===== src/sv/ccs_pkg.sv =====
package ccs_pkg;

    localparam int CFG_IDX_W = 3;
    localparam int CFG_DATA_W = 13;

    // configuration register indexes
    localparam logic [CFG_IDX_W-1:0] CFG_TASK_INTERVAL = 3'd0;
    localparam logic [CFG_IDX_W-1:0] CFG_PRESENCE_TIMEOUT = 3'd1;
    localparam logic [CFG_IDX_W-1:0] CFG_CELLS_IN_SERIES = 3'd2;
    localparam logic [CFG_IDX_W-1:0] CFG_CELL_MAX_VOLTAGE = 3'd3;
    localparam logic [CFG_IDX_W-1:0] CFG_BALANCE_CHARGING = 3'd4;

    // register reset values
    localparam logic [11:0] RST_TASK_INTERVAL = 12'd500;
    localparam logic [11:0] RST_PRESENCE_TIMEOUT = 12'd2000;
    localparam logic [5:0] RST_CELLS_IN_SERIES = 6'd12;
    localparam logic [12:0] RST_CELL_MAX_VOLTAGE = 13'd4301;
    localparam logic RST_BALANCE_CHARGING = 1'b0;

    // input commands
    localparam logic CMD_TICK = 1'b0;
    localparam logic CMD_FRAME = 1'b1;

    // frame kinds of a result
    localparam logic [1:0] KIND_BMS_HB = 2'd0;
    localparam logic [1:0] KIND_START = 2'd1;
    localparam logic [1:0] KIND_SETPOINT = 2'd2;

    // CAN identifiers
    localparam logic [10:0] ID_CHARGER_HB = 11'h70A;
    localparam logic [10:0] ID_BMS_HB = 11'h701;
    localparam logic [10:0] ID_START = 11'h000;
    localparam logic [10:0] ID_SETPOINT = 11'h40A;

    localparam logic [7:0] NODE_OPERATIONAL = 8'h05;
    localparam logic [11:0] AGE_MAX = 12'hFFF;

    // 0.6 V in 1/1024 V, truncated
    localparam logic [19:0] VOLT_OFFSET_Q10 = 20'd614;
    localparam logic [17:0] VOLT_MAX = 18'h3FFFF;
    localparam logic [9:0] THROTTLE_MAX = 10'd1000;
    // 30 A * duty / 1000 in 1/16 A = 12 * duty / 25, as 12 * 2^17 / 25 rounded up
    localparam logic [15:0] CUR_RECIP = 16'd62915;
    localparam int CUR_SHIFT = 17;

    typedef enum logic [3:0] {
        SEQ_INIT     = 4'b0001,
        SEQ_RESET    = 4'b0010,
        SEQ_SET      = 4'b0100,
        SEQ_CHARGING = 4'b1000
    } t_seq;

    typedef struct packed {
        logic [1:0]  frame_kind;
        logic [10:0] tx_id;
        logic [8:0]  current_request;
        logic [17:0] voltage_request;
        logic        ready_flag;
        logic        balance_write;
        logic        balance_value;
        logic        last;
    } t_result;

endpackage


===== src/sv/can_charger_supervisor.sv =====
// Channel | Direction | Handshake             | Payload
// input   | in        | i_valid / o_stall     | i_cmd, i_frame_id, i_first_byte,
//         |           |                       | i_power_down, i_charge_throttle
// result  | out       | o_valid / i_stall     | o_frame_kind, o_tx_id, o_current_request,
//         |           |                       | o_voltage_request, o_ready_flag,
//         |           |                       | o_balance_write, o_balance_value, o_last
// config  | in        | i_cfg_valid / o_cfg_ready | i_cfg_index, i_cfg_data
//
// An accepted transaction is held in the input register, then the supervision
// logic updates state and pushes zero, one or two results into a four-entry result queue.
// Results leave from the head of the queue; an item is taken every cycle while the
// queue has room for two results, so a tick that sends two frames leaves as two results.
// Reset (synchronous, active low) loads register defaults, sequence init, ages and counts 0.
// A stalled result queue fills and then raises o_stall; config writes are always taken.
module can_charger_supervisor (
    input  logic                          i_clk,
    input  logic                          i_rst_n,
    // input channel
    input  logic                          i_valid,
    output logic                          o_stall,
    input  logic                          i_cmd,
    input  logic [10:0]                   i_frame_id,
    input  logic [7:0]                    i_first_byte,
    input  logic                          i_power_down,
    input  logic [9:0]                    i_charge_throttle,
    // result channel
    output logic                          o_valid,
    input  logic                          i_stall,
    output logic [1:0]                    o_frame_kind,
    output logic [10:0]                   o_tx_id,
    output logic [8:0]                    o_current_request,
    output logic [17:0]                   o_voltage_request,
    output logic                          o_ready_flag,
    output logic                          o_balance_write,
    output logic                          o_balance_value,
    output logic                          o_last,
    // configuration write channel
    input  logic                          i_cfg_valid,
    output logic                          o_cfg_ready,
    input  logic [ccs_pkg::CFG_IDX_W-1:0] i_cfg_index,
    input  logic [ccs_pkg::CFG_DATA_W-1:0] i_cfg_data
);
    import ccs_pkg::*;

    // configuration registers
    logic [11:0] r_task_interval;
    logic [11:0] r_presence_timeout;
    logic [5:0]  r_cells;
    logic [12:0] r_cell_max;
    logic        r_balance;
    // voltage setpoint, refreshed every cycle from the configuration
    logic [17:0] r_volt;
    logic [19:0] volt_full;

    // input register
    logic        r_in_vld;
    logic        r_cmd;
    logic [10:0] r_frame_id;
    logic [7:0]  r_first_byte;
    logic        r_power_down;
    logic [9:0]  r_throttle;

    // supervision state
    t_seq        r_seq, n_seq;
    logic [7:0]  r_node, n_node;
    logic [11:0] r_age, n_age;
    logic [11:0] r_cnt, n_cnt;

    // result queue
    t_result     r_fifo [4];
    logic [1:0]  r_wr, r_rd;
    logic [2:0]  r_count;
    logic        room;
    logic        fire;
    logic        pop;
    logic        in_accept;
    logic [1:0]  n_push;
    t_result     res0, res1;
    t_result     head;

    // step-local terms
    logic [11:0] age_inc;
    logic [11:0] cnt_inc;
    logic        step;
    logic        present;
    logic [9:0]  thr_clamped;
    logic [25:0] cur_prod;
    logic [8:0]  cur_q4;

    assign o_cfg_ready = 1'b1;

    // configuration writes; unknown indexes are dropped
    always_ff @(posedge i_clk) begin
        if (!i_rst_n) begin
            r_task_interval    <= RST_TASK_INTERVAL;
            r_presence_timeout <= RST_PRESENCE_TIMEOUT;
            r_cells            <= RST_CELLS_IN_SERIES;
            r_cell_max         <= RST_CELL_MAX_VOLTAGE;
            r_balance          <= RST_BALANCE_CHARGING;
        end else if (i_cfg_valid && o_cfg_ready) begin
            unique case (i_cfg_index)
                CFG_TASK_INTERVAL:    r_task_interval <= i_cfg_data[11:0];
                CFG_PRESENCE_TIMEOUT: r_presence_timeout <= i_cfg_data[11:0];
                CFG_CELLS_IN_SERIES:  r_cells <= i_cfg_data[5:0];
                CFG_CELL_MAX_VOLTAGE: r_cell_max <= i_cfg_data[12:0];
                CFG_BALANCE_CHARGING: r_balance <= i_cfg_data[0];
                default: ;
            endcase
        end
    end

    // pack voltage = cells * cell limit + 0.6 V, saturate to the field range
    assign volt_full = 20'(r_cells * r_cell_max) + VOLT_OFFSET_Q10;

    always_ff @(posedge i_clk) begin
        if (volt_full > 20'(VOLT_MAX)) begin
            r_volt <= VOLT_MAX;
        end else begin
            r_volt <= volt_full[17:0];
        end
    end

    // queue handshake: accept a step only with room for two results
    assign room      = (r_count <= 3'd2);
    assign fire      = r_in_vld && room;
    assign o_stall   = r_in_vld && !room;
    assign in_accept = i_valid && !o_stall;
    assign pop       = o_valid && !i_stall;

    always_ff @(posedge i_clk) begin
        if (!i_rst_n) begin
            r_in_vld <= 1'b0;
        end else if (in_accept) begin
            r_in_vld <= 1'b1;
        end else if (fire) begin
            r_in_vld <= 1'b0;
        end
    end

    always_ff @(posedge i_clk) begin
        if (in_accept) begin
            r_cmd        <= i_cmd;
            r_frame_id   <= i_frame_id;
            r_first_byte <= i_first_byte;
            r_power_down <= i_power_down;
            r_throttle   <= i_charge_throttle;
        end
    end

    // current = floor(12 * duty / 25) through a scaled reciprocal; exact for duty <= 1000
    assign thr_clamped = (r_throttle > THROTTLE_MAX) ? THROTTLE_MAX : r_throttle;
    assign cur_prod    = 26'(thr_clamped * CUR_RECIP);
    assign cur_q4      = cur_prod[CUR_SHIFT+8:CUR_SHIFT];

    assign age_inc = (r_age < AGE_MAX) ? r_age + 12'd1 : r_age;
    assign cnt_inc = r_cnt + 12'd1;
    assign step    = (cnt_inc >= r_task_interval);
    assign present = (age_inc < r_presence_timeout);

    // one supervision pass over the registered transaction
    always_comb begin
        n_seq  = r_seq;
        n_node = r_node;
        n_age  = r_age;
        n_cnt  = r_cnt;
        n_push = 2'd0;
        res0   = '0;
        res1   = '0;

        if (fire) begin
            if (r_cmd == CMD_FRAME) begin
                // charger heartbeat: restart the age, latch its network state
                if (r_frame_id == ID_CHARGER_HB) begin
                    n_age  = '0;
                    n_node = r_first_byte;
                end
            end else begin
                n_age = age_inc;
                n_cnt = step ? 12'd0 : cnt_inc;
                if (step && !present) begin
                    n_seq = SEQ_INIT;
                end else if (step) begin
                    res0.frame_kind = KIND_BMS_HB;
                    res0.tx_id      = ID_BMS_HB;
                    res1.frame_kind = KIND_SETPOINT;
                    res1.tx_id      = ID_SETPOINT;
                    res1.last       = 1'b1;
                    n_push          = 2'd2;
                    if (r_node != NODE_OPERATIONAL) begin
                        // not operational: ask the charger to start its node
                        res1.frame_kind = KIND_START;
                        res1.tx_id      = ID_START;
                    end else begin
                        res0.balance_write = 1'b1;
                        res0.balance_value = r_balance;
                        unique case (r_seq)
                            SEQ_INIT: begin
                                if (!r_power_down) begin
                                    n_seq     = SEQ_RESET;
                                    n_push    = 2'd1;
                                    res0.last = 1'b1;
                                end
                            end
                            SEQ_RESET: begin
                                n_seq = SEQ_SET;
                            end
                            SEQ_SET: begin
                                res1.ready_flag = 1'b1;
                                n_seq           = SEQ_CHARGING;
                            end
                            SEQ_CHARGING: begin
                                res1.ready_flag      = 1'b1;
                                res1.current_request = cur_q4;
                                res1.voltage_request = r_volt;
                                if (r_power_down) begin
                                    n_seq = SEQ_INIT;
                                end
                            end
                            default: begin
                                n_seq = SEQ_INIT;
                            end
                        endcase
                    end
                end
            end
        end
    end

    always_ff @(posedge i_clk) begin
        if (!i_rst_n) begin
            r_seq  <= SEQ_INIT;
            r_node <= '0;
            r_age  <= '0;
            r_cnt  <= '0;
        end else begin
            r_seq  <= n_seq;
            r_node <= n_node;
            r_age  <= n_age;
            r_cnt  <= n_cnt;
        end
    end

    // result queue storage
    always_ff @(posedge i_clk) begin
        if (n_push != 2'd0) begin
            r_fifo[r_wr] <= res0;
        end
        if (n_push == 2'd2) begin
            r_fifo[r_wr + 2'd1] <= res1;
        end
    end

    always_ff @(posedge i_clk) begin
        if (!i_rst_n) begin
            r_wr    <= '0;
            r_rd    <= '0;
            r_count <= '0;
        end else begin
            r_wr    <= r_wr + n_push;
            r_rd    <= r_rd + {1'b0, pop};
            r_count <= r_count + {1'b0, n_push} - {2'b00, pop};
        end
    end

    assign o_valid = (r_count != 3'd0);
    assign head    = r_fifo[r_rd];

    assign o_frame_kind      = head.frame_kind;
    assign o_tx_id           = head.tx_id;
    assign o_current_request = head.current_request;
    assign o_voltage_request = head.voltage_request;
    assign o_ready_flag      = head.ready_flag;
    assign o_balance_write   = head.balance_write;
    assign o_balance_value   = head.balance_value;
    assign o_last            = head.last;

endmodule

===== config.mk =====
export PLATFORM = sky130hd
export DESIGN_NAME = can_charger_supervisor
export DESIGN_NICKNAME = d
export VERILOG_FILES = /design/src/sv/ccs_pkg.sv /design/src/sv/can_charger_supervisor.sv
export SDC_FILE = /design/constraint.sdc
export NUM_CORES = 1
export LEC_CHECK = 0
export BUFFER_PORTS_ARGS = -buffer_cell sky130_fd_sc_hd__buf_2
export CORE_AREA = 2 2 189 191
export DETAILED_ROUTE_END_ITERATION = 16
export DIE_AREA = 0 0 191 193
export PLACE_DENSITY = 0.67
export SETUP_SLACK_MARGIN = 0.4
export SLEW_MARGIN = 20
export SYNTH_ARGS = -nofsm -noshare
export SYNTH_HDL_FRONTEND = slang
export SYNTH_SLANG_ARGS = --single-unit

===== constraint.sdc =====
create_clock -name i_clk -period 8 [get_ports i_clk]
set_input_delay 0.4 -clock i_clk [delete_from_list [all_inputs] [get_ports i_clk]]
set_output_delay 0.4 -clock i_clk [all_outputs]
set_load 0.03 [all_outputs]

==> results of run 1 <==
## where the power goes
part | internal, mW | switching, mW
logic | 0.815 | 1.24
registers | 1.56 | 0.0466
clock network | 0.786 | 0.563
## final cells by class
| type | count | area, um2 |
|---|---|---|
| Fill cell | 3082 | 15900 |
| Timing Repair Buffer | 114 | 651 |
| Sequential cell | 277 | 7140 |
| Clock buffer | 48 | 880 |
| Clock inverter | 8 | 83.8 |
| Multi-Input combinational cell | 1130 | 9130 |
| Tap cell | 461 | 577 |
| Inverter | 168 | 631 |
## sequential cells by signal, indices dropped and copies added, names as in the netlist
name,count
r_first_byte,8
r_node,8
r_count,3
r_age,12
r_seq,4
r_power_down,1
r_cmd,1
r_throttle,10
r_cell_max,13
r_wr,2
r_volt,18
r_fifo,140
r_rd,2
r_presence_timeout,12
r_cells,6
r_in_vld,1
r_task_interval,12
r_balance,1
r_cnt,12
r_frame_id,11
## worst reg2reg max path: stages (launching register included)
cell       delay, ns
edfxtp_1        0.43
o31a_1          0.31
o2111ai_1       0.53
and2_1          0.32
inv_1           0.14
fa_1            0.61
inv_1           0.08
fa_1            0.50
inv_1           0.04
fa_1            0.46
fa_1            0.54
inv_1           0.05
fa_1            0.53
inv_1           0.04
ha_1            0.29
nand4_1         0.12
nor4_1          0.61
o21a_1          0.28
nor3_1          0.07
a311oi_1        0.49
nor2_1          0.10
## final timing paths
check | slack [ns] | depth (start not counted) | startpoint | endpoint
min | 0.02 | 1 | i_first_byte[4] | r_first_byte[4]
max reg2reg | 1.21 | 20 | r_throttle[0] | r_fifo[2][29]
max | 1.21 | 20 | r_throttle[0] | r_fifo[2][29]
min reg2reg | 0.46 | 2 | r_task_interval[11] | r_task_interval[11]
## cell families (layout without fill, tap and decap cells)
family | count (synthesis) | count (layout) | synth area share, %
fa+ha+maj | 244 | 244 | 21.7
other cells | 2 | 6 | 0.0437
simple gates | 569 | 569 | 15.4
buf+inv | 235 | 338 | 5.41
mux | 58 | 58 | 5.94
compound gates | 211 | 211 | 7.81
flops | 277 | 277 | 41.6
xor+xnor | 42 | 42 | 2.14
## routing by layer
metal,wire length [um],up-vias,track usage (%)
met1,16400,5968,27.6
met4,561,0,4.53
met3,1600,39,2.64
met5,0,-,0
li1,-,5807,-
met2,17900,228,34.2
## cell usage in the layout, fill, tap and decap left out, types with 5 or more instances in the layout
cell / instances
buf_4: 12
a21oi_1: 74
clkbuf_1: 13
and3_1: 10
o31a_1: 5
or2_2: 5
dlygate4sd3_1: 10
nand4_1: 11
mux2i_1: 21
a21o_1: 13
nand3b_1: 9
dfxtp_1: 116
o21a_1: 10
clkbuf_16: 31
nor3_1: 31
or3_1: 15
a22oi_1: 6
o211ai_1: 17
ha_1: 154
nor2_1: 160
fa_1: 90
nand2_1: 212
inv_1: 166
xnor2_1: 23
nor2b_1: 10
and2_1: 33
o21ai_0: 40
nand3_1: 34
nand2b_1: 12
edfxtp_1: 159
xor2_1: 19
a211oi_1: 5
conb_1: 6
buf_2: 92
mux4_2: 35
## metrics by stage
stage | power [mW] | hold slack [ns] | setup WS (ns) | utilization (%)
6_report | 5.01 | 0.0248 | 1.21 | 54.6
5_1_grt | 5.41 | 0.000462 | 0.787 | 54.6
4_1_cts | 5.07 | 0.000825 | 1.25 | 54.6
3_5_place_dp | 3.70 | 0.452 | 1.27 | 51.6
3_3_place_gp | 3.67 | 0.445 | 1.56 | 51.6
2_1_floorplan | 3.21 | 0.428 | 1.97 | -
## cells in the mapped netlist, types with 3 or more instances
cell type | number | share of area [%]
a31oi_1 | 4 | 0.15
o211ai_1 | 17 | 0.74
o31a_1 | 5 | 0.25
o21a_1 | 10 | 0.44
nor2_1 | 161 | 3.5
a21o_1 | 13 | 0.57
mux2i_1 | 21 | 1.2
o31ai_1 | 4 | 0.17
nand4_1 | 11 | 0.40
o2111a_1 | 3 | 0.20
xor2_1 | 19 | 0.97
and3_1 | 10 | 0.36
edfxtp_1 | 159 | 28
nor4_1 | 4 | 0.15
fa_1 | 90 | 10
xnor2_1 | 23 | 1.2
or2_2 | 5 | 0.18
nand3_1 | 34 | 0.99
a21oi_1 | 74 | 2.2
buf_4 | 12 | 0.52
dfxtp_1 | 118 | 14
nand3b_1 | 9 | 0.39
o22ai_1 | 4 | 0.15
inv_1 | 167 | 3.6
clkbuf_1 | 46 | 1.0
and2_1 | 33 | 1.2
o21ai_0 | 40 | 1.2
ha_1 | 154 | 11
a2111oi_0 | 3 | 0.15
a211oi_1 | 5 | 0.22
nand2_1 | 212 | 4.6
a22oi_1 | 6 | 0.26
buf_1 | 7 | 0.15
nor3_1 | 31 | 0.90
mux4_2 | 35 | 4.6
o21bai_1 | 4 | 0.17
nor2b_1 | 11 | 0.40
or3_1 | 15 | 0.55
nand2b_1 | 12 | 0.44
or4_1 | 3 | 0.13
==> metrics.cfg, run 1 <==
[floorplan]
start_util_pct=49.1
placementRows=69
core_area_um2=35000
die_area_um2=36900
die_width_um=191
die_height_um=193
io_pins=99

[cells_and_area]
syn2layout_area_growth_pct=11.1
layout-drive-gt1-share_pct=11.7
fin_area_um2=19100
insertedDiodeCount=0
final_cells=2206
fin_nets=2017

[timing]
fin_tns_setup_ns=0
hold_violations=0
max_freq_ghz=0.147
final_max_slew_viol_count=0
post-route-min-period_ns=6.79
tightestPinTransition_ns=1.06
rsz0062_at_grt=no
maxSlewHeadroom_pct=29.5
setup-violations-final=0
period_share_pct=84.9
fin_skew_ns=0.0226

[setup_path]
cp_max_fo=8
slowest_delay_ns=0.61
start_kind=flip-flop
cp_data_required_time_ns=8.30
slowest_stage=fa_1
cp.arrival_ns=7.09
path_class=flip-flop to flip-flop
cp-end-kind=flip-flop
cp_top_family=adder cells
crit_buf_inv=5
worstPathCellList=o31a_1 > o2111ai_1 > and2_1 > inv_1 > fa_1 > inv_1 > fa_1 > inv_1 > fa_1 > fa_1 > inv_1 > fa_1 > inv_1 > ha_1 > nand4_1 > nor4_1 > o21a_1 > nor3_1 > a311oi_1 > nor2_1

[detailed_routing]
num_vias=12000
dr.pass1.iters=5
drt_iter0_drc=730
antenna_left=0
routed_wirelength_um=36500
avgViaCountPerCell=5.46
wl_per_cell_um=16.5
drc=0

[clock_network]
postCtsResizedCells=0
root_buffer=clkbuf_16
clock_path_buffers=3
clk_pin_slew_ns=0.06
cts_hold_buf=10
htreeDepth=1
cts_buffers=30
cts_sinks=277
postCtsSetupRepairBufs=0
clk_latency_ns=0.57
cts_tree=yes

[outcome]
status=finished clean

[synth]
ys_types=72
yosysWarnings=0
ys_seq_elements=277
synth-seq-area-share_pct=41.6
synth_flop_cell=edfxtp_1
synth_edf_count=159
synthArstFlopShare_pct=0
mappedNetlistArea_um2=17200
syn_inst=1638
synth.avg_cell_area_um2=10.5

[grt]
grt_overflow_total=0
grt_start_max_net_pins=62
grt_pass1_wl_um=59900
grt_usage_pct=20.1
antenna_found_initial=0
grt_pass1_vias=11900

[power_and_ir_drop]
p_leak_nw=8.00
cellPowerDensity_nw_per_um2=263
peakVddDrop_mv=0.226

[place]
port-buffer-count=92
placed_cell_area_um2=18000
place.gp.congestion=0.897
place_inst=2140
hpwlAfterDp_um=26000

[flow_run]
drv_cap=0

[min_path]
hold_class=input port to flip-flop

(Power assumes the default switching activity.)
==> run 2, diff against run 1 <==
PLACE_DENSITY = 0.69   (was 0.67)
clock period = 5.6 ns   (was 8 ns; I/O delays follow)
==> run 2 against run 1 <==
Against the previous run:
- final area up 4.5%
- hold slack better by 0.00068 ns
- sequential share of layout area down 1.6 points
- sequential power up 45%
- non-clock buffer count up 67
- largest cell class unchanged
- largest power group unchanged
- highest routed layer unchanged
==> metrics.cfg, run 2 (same netlist as run 1, synthesis figures left out) <==
[power_and_ir_drop]
p_int_mw=5.04  ; was 3.16 mW
combPwrFrac_pct=47.1  ; was 41.1%
p_leak_nw=8.39  ; was 8.00 nW
clockPowerShare_pct=24.3  ; was 26.9%
cellPowerDensity_nw_per_um2=407  ; was 263 nW/um2
swShare_pct=37.8  ; was 37.0%
seqPwrFrac_pct=28.6  ; was 32.0%
power_mw=8.11  ; was 5.01 mW
peakVddDrop_mv=0.509  ; was 0.226 mV
p_switching_mw=3.07  ; was 1.85 mW

[timing]
final_max_slew_viol_count=0  ; unchanged
hold_violations=0  ; unchanged
tightestPinTransition_ns=1.07  ; was 1.06 ns
maxSlewHeadroom_pct=28.7  ; was 29.5%
rsz0062_at_grt=yes  ; was no
worst_slack_ns=0.0370  ; was 1.21 ns
setup-violations-final=0  ; unchanged
post-route-min-period_ns=5.56  ; was 6.79 ns
fin_skew_ns=0.00946  ; was 0.0226 ns
max_freq_ghz=0.180  ; was 0.147 GHz
period_share_pct=99.3  ; was 84.9%

[place]
placed_cell_area_um2=18400  ; was 18000 um2
post-place-ws_ns=-0.128  ; was 1.27 ns
hpwlAfterDp_um=26400  ; was 26000 um
port-buffer-count=92  ; unchanged
place.gp.congestion=0.884  ; was 0.897

[grt]
antenna_found_initial=0  ; unchanged
grt_pass1_vias=12100  ; was 11900
grt_start_max_net_pins=58  ; was 62
grt_overflow_total=0  ; unchanged
grt_pass1_wl_um=59900  ; unchanged
grt_usage_pct=20.0  ; was 20.1%

[floorplan]
io_pins=99  ; unchanged
die_width_um=191  ; unchanged
core_area_um2=35000  ; unchanged
die_area_um2=36900  ; unchanged
start_util_pct=49.1  ; unchanged
placementRows=69  ; unchanged
die_height_um=193  ; unchanged

[setup_path]
cp-startpoint=r_throttle[0]  ; unchanged
r2r_slack_ns=0.04  ; was 1.21 ns
cp.arrival_ns=5.85  ; was 7.09 ns
path_class=flip-flop to flip-flop  ; unchanged
cp-end-kind=flip-flop  ; unchanged
rr_endpoint=r_fifo[0][29]  ; was r_fifo[2][29]
cp_max_fo=4  ; was 8
cp_data_required_time_ns=5.88  ; was 8.30 ns
start_kind=flip-flop  ; unchanged
reg2reg_depth=20  ; unchanged
crit_path_end=r_fifo[0][29]  ; was r_fifo[2][29]
r2r_start=r_throttle[0]  ; unchanged

[detailed_routing]
wl_per_cell_um=16.3  ; was 16.5 um
drt_iter0_drc=877  ; was 730
avgViaCountPerCell=5.37  ; was 5.46
dr.pass1.iters=5  ; unchanged
antenna_left=0  ; unchanged
num_vias=12200  ; was 12000
drc=0  ; unchanged
routed_wirelength_um=37000  ; was 36500 um

[clock_network]
cts_buffers=29  ; was 30
clk_latency_ns=0.54  ; was 0.57 ns
clk_pin_slew_ns=0.06  ; about the same
cts_sinks=277  ; unchanged
root_buffer=clkbuf_16  ; unchanged
cts_tree=yes  ; unchanged
htreeDepth=1  ; unchanged
clock_path_buffers=3  ; unchanged

[cells_and_area]
syn2layout_area_growth_pct=16.1  ; was 11.1%
final_common_cell=nand2_1  ; unchanged
largest_reg_flops=140  ; unchanged
insertedDiodeCount=0  ; unchanged
largest_register=r_fifo  ; unchanged
top_regs=r_fifo (140), r_volt (18), r_cell_max (13)  ; unchanged
layout-drive-gt1-share_pct=16.1  ; was 11.7%
utilization_pct=57.0  ; was 54.6%
fin_nets=2083  ; was 2017
fin_area_um2=19900  ; was 19100 um2
final_cell_mix=nand2_1 (212), inv_1 (161), edfxtp_1 (159)  ; was nand2_1 (212), inv_1 (166), nor2_1 (160)

[outcome]
status=finished clean  ; unchanged

[min_path]
hold_class=input port to flip-flop  ; unchanged
min_from=i_cfg_data[11]  ; was i_first_byte[4]

[flow_run]
drv_cap=0  ; unchanged

run 2: cell types whose count changed in the layout (fill, tap and decap cells not counted), sizes merged:
cell,previous run,this run
buf,104,148
inv,167,169
clkinv,8,6
clkbuf,48,44
dlygate4sd3,10,33
bufinv,1,2
run 2: cell type report:
| cell class | count | area, um2 |
|---|---|---|
| Clock buffer | 44 | 896 |
| Clock inverter | 9 | 98.8 |
| Fill cell | 3049 | 15000 |
| Inverter | 168 | 633 |
| Multi-Input combinational cell | 1130 | 9370 |
| Sequential cell | 277 | 7140 |
| Tap cell | 461 | 577 |
| Timing Repair Buffer | 181 | 1220 |
run 2: worst min path at each step:
| stage | end | slack (ns) | depth (start not counted) |
|---|---|---|---|
| 2_1_floorplan | r_cmd | 0.38 | 0 |
| 3_3_place_gp | r_presence_timeout[5] | 0.44 | 2 |
| 3_5_place_dp | r_fifo[0][1] | 0.45 | 1 |
| 4_1_cts | r_task_interval[11] | 0.004 | 3 |
| 5_1_grt | r_task_interval[11] | 0.02 | 3 |
| 6_report | r_presence_timeout[11] | 0.03 | 3 |
run 2: power groups by stage:
stage               Combinational (mW)  Clock [mW]  Sequential, mW
finish                            3.82        1.97            2.32
detailed placement                3.19           0            2.37
global placement                  3.13           0            2.36
floorplan                         2.41           0            2.29
global route                      4.23        2.10            2.33
CTS                               3.45        2.01            2.32
run 2: critical path: stages, from the launching register on:
cell	delay, ns
edfxtp_1	0.38
o31a_1	0.34
o2111ai_4	0.23
and2_4	0.20
inv_4	0.03
fa_1	0.50
inv_1	0.06
fa_1	0.47
inv_1	0.05
fa_1	0.46
fa_1	0.53
inv_2	0.04
fa_1	0.52
inv_2	0.05
ha_4	0.21
nand4_1	0.17
o221ai_2	0.15
o21a_2	0.25
or2_4	0.27
a311oi_4	0.32
nor2_1	0.07
run 2: timing repair:
item / in CTS / in global routing
endpoints found under the hold margin: 33 / 0
gates resized for setup: 20 / 26
endpoints found under the setup margin: 36 / 84
hold buffers: 33 / 0
buffers inserted: 5 / 3
pin swaps: 22 / 16
run 2: per-stage QoR:
step / hold slack (ns) / TNS (ns) / instances
detailed placement: 0.448 / -1.71 / 2176
finish: 0.0254 / 0 / 2270
floorplan: 0.379 / 0 / 1642
global placement: 0.445 / -0.0378 / 2176
global route: 0.0158 / -4.12 / 2270
CTS: 0.00365 / 0 / 2267
run 2: layer usage:
metal | track usage, % | share of wire [%] | up-vias
met1 | 26.6 | 44 | 5982
li1 | - | - | 5925
met3 | 2.84 | 4.8 | 47
met5 | 0 | 0 | -
met2 | 35.2 | 50 | 240
met4 | 3.97 | 1.6 | 0
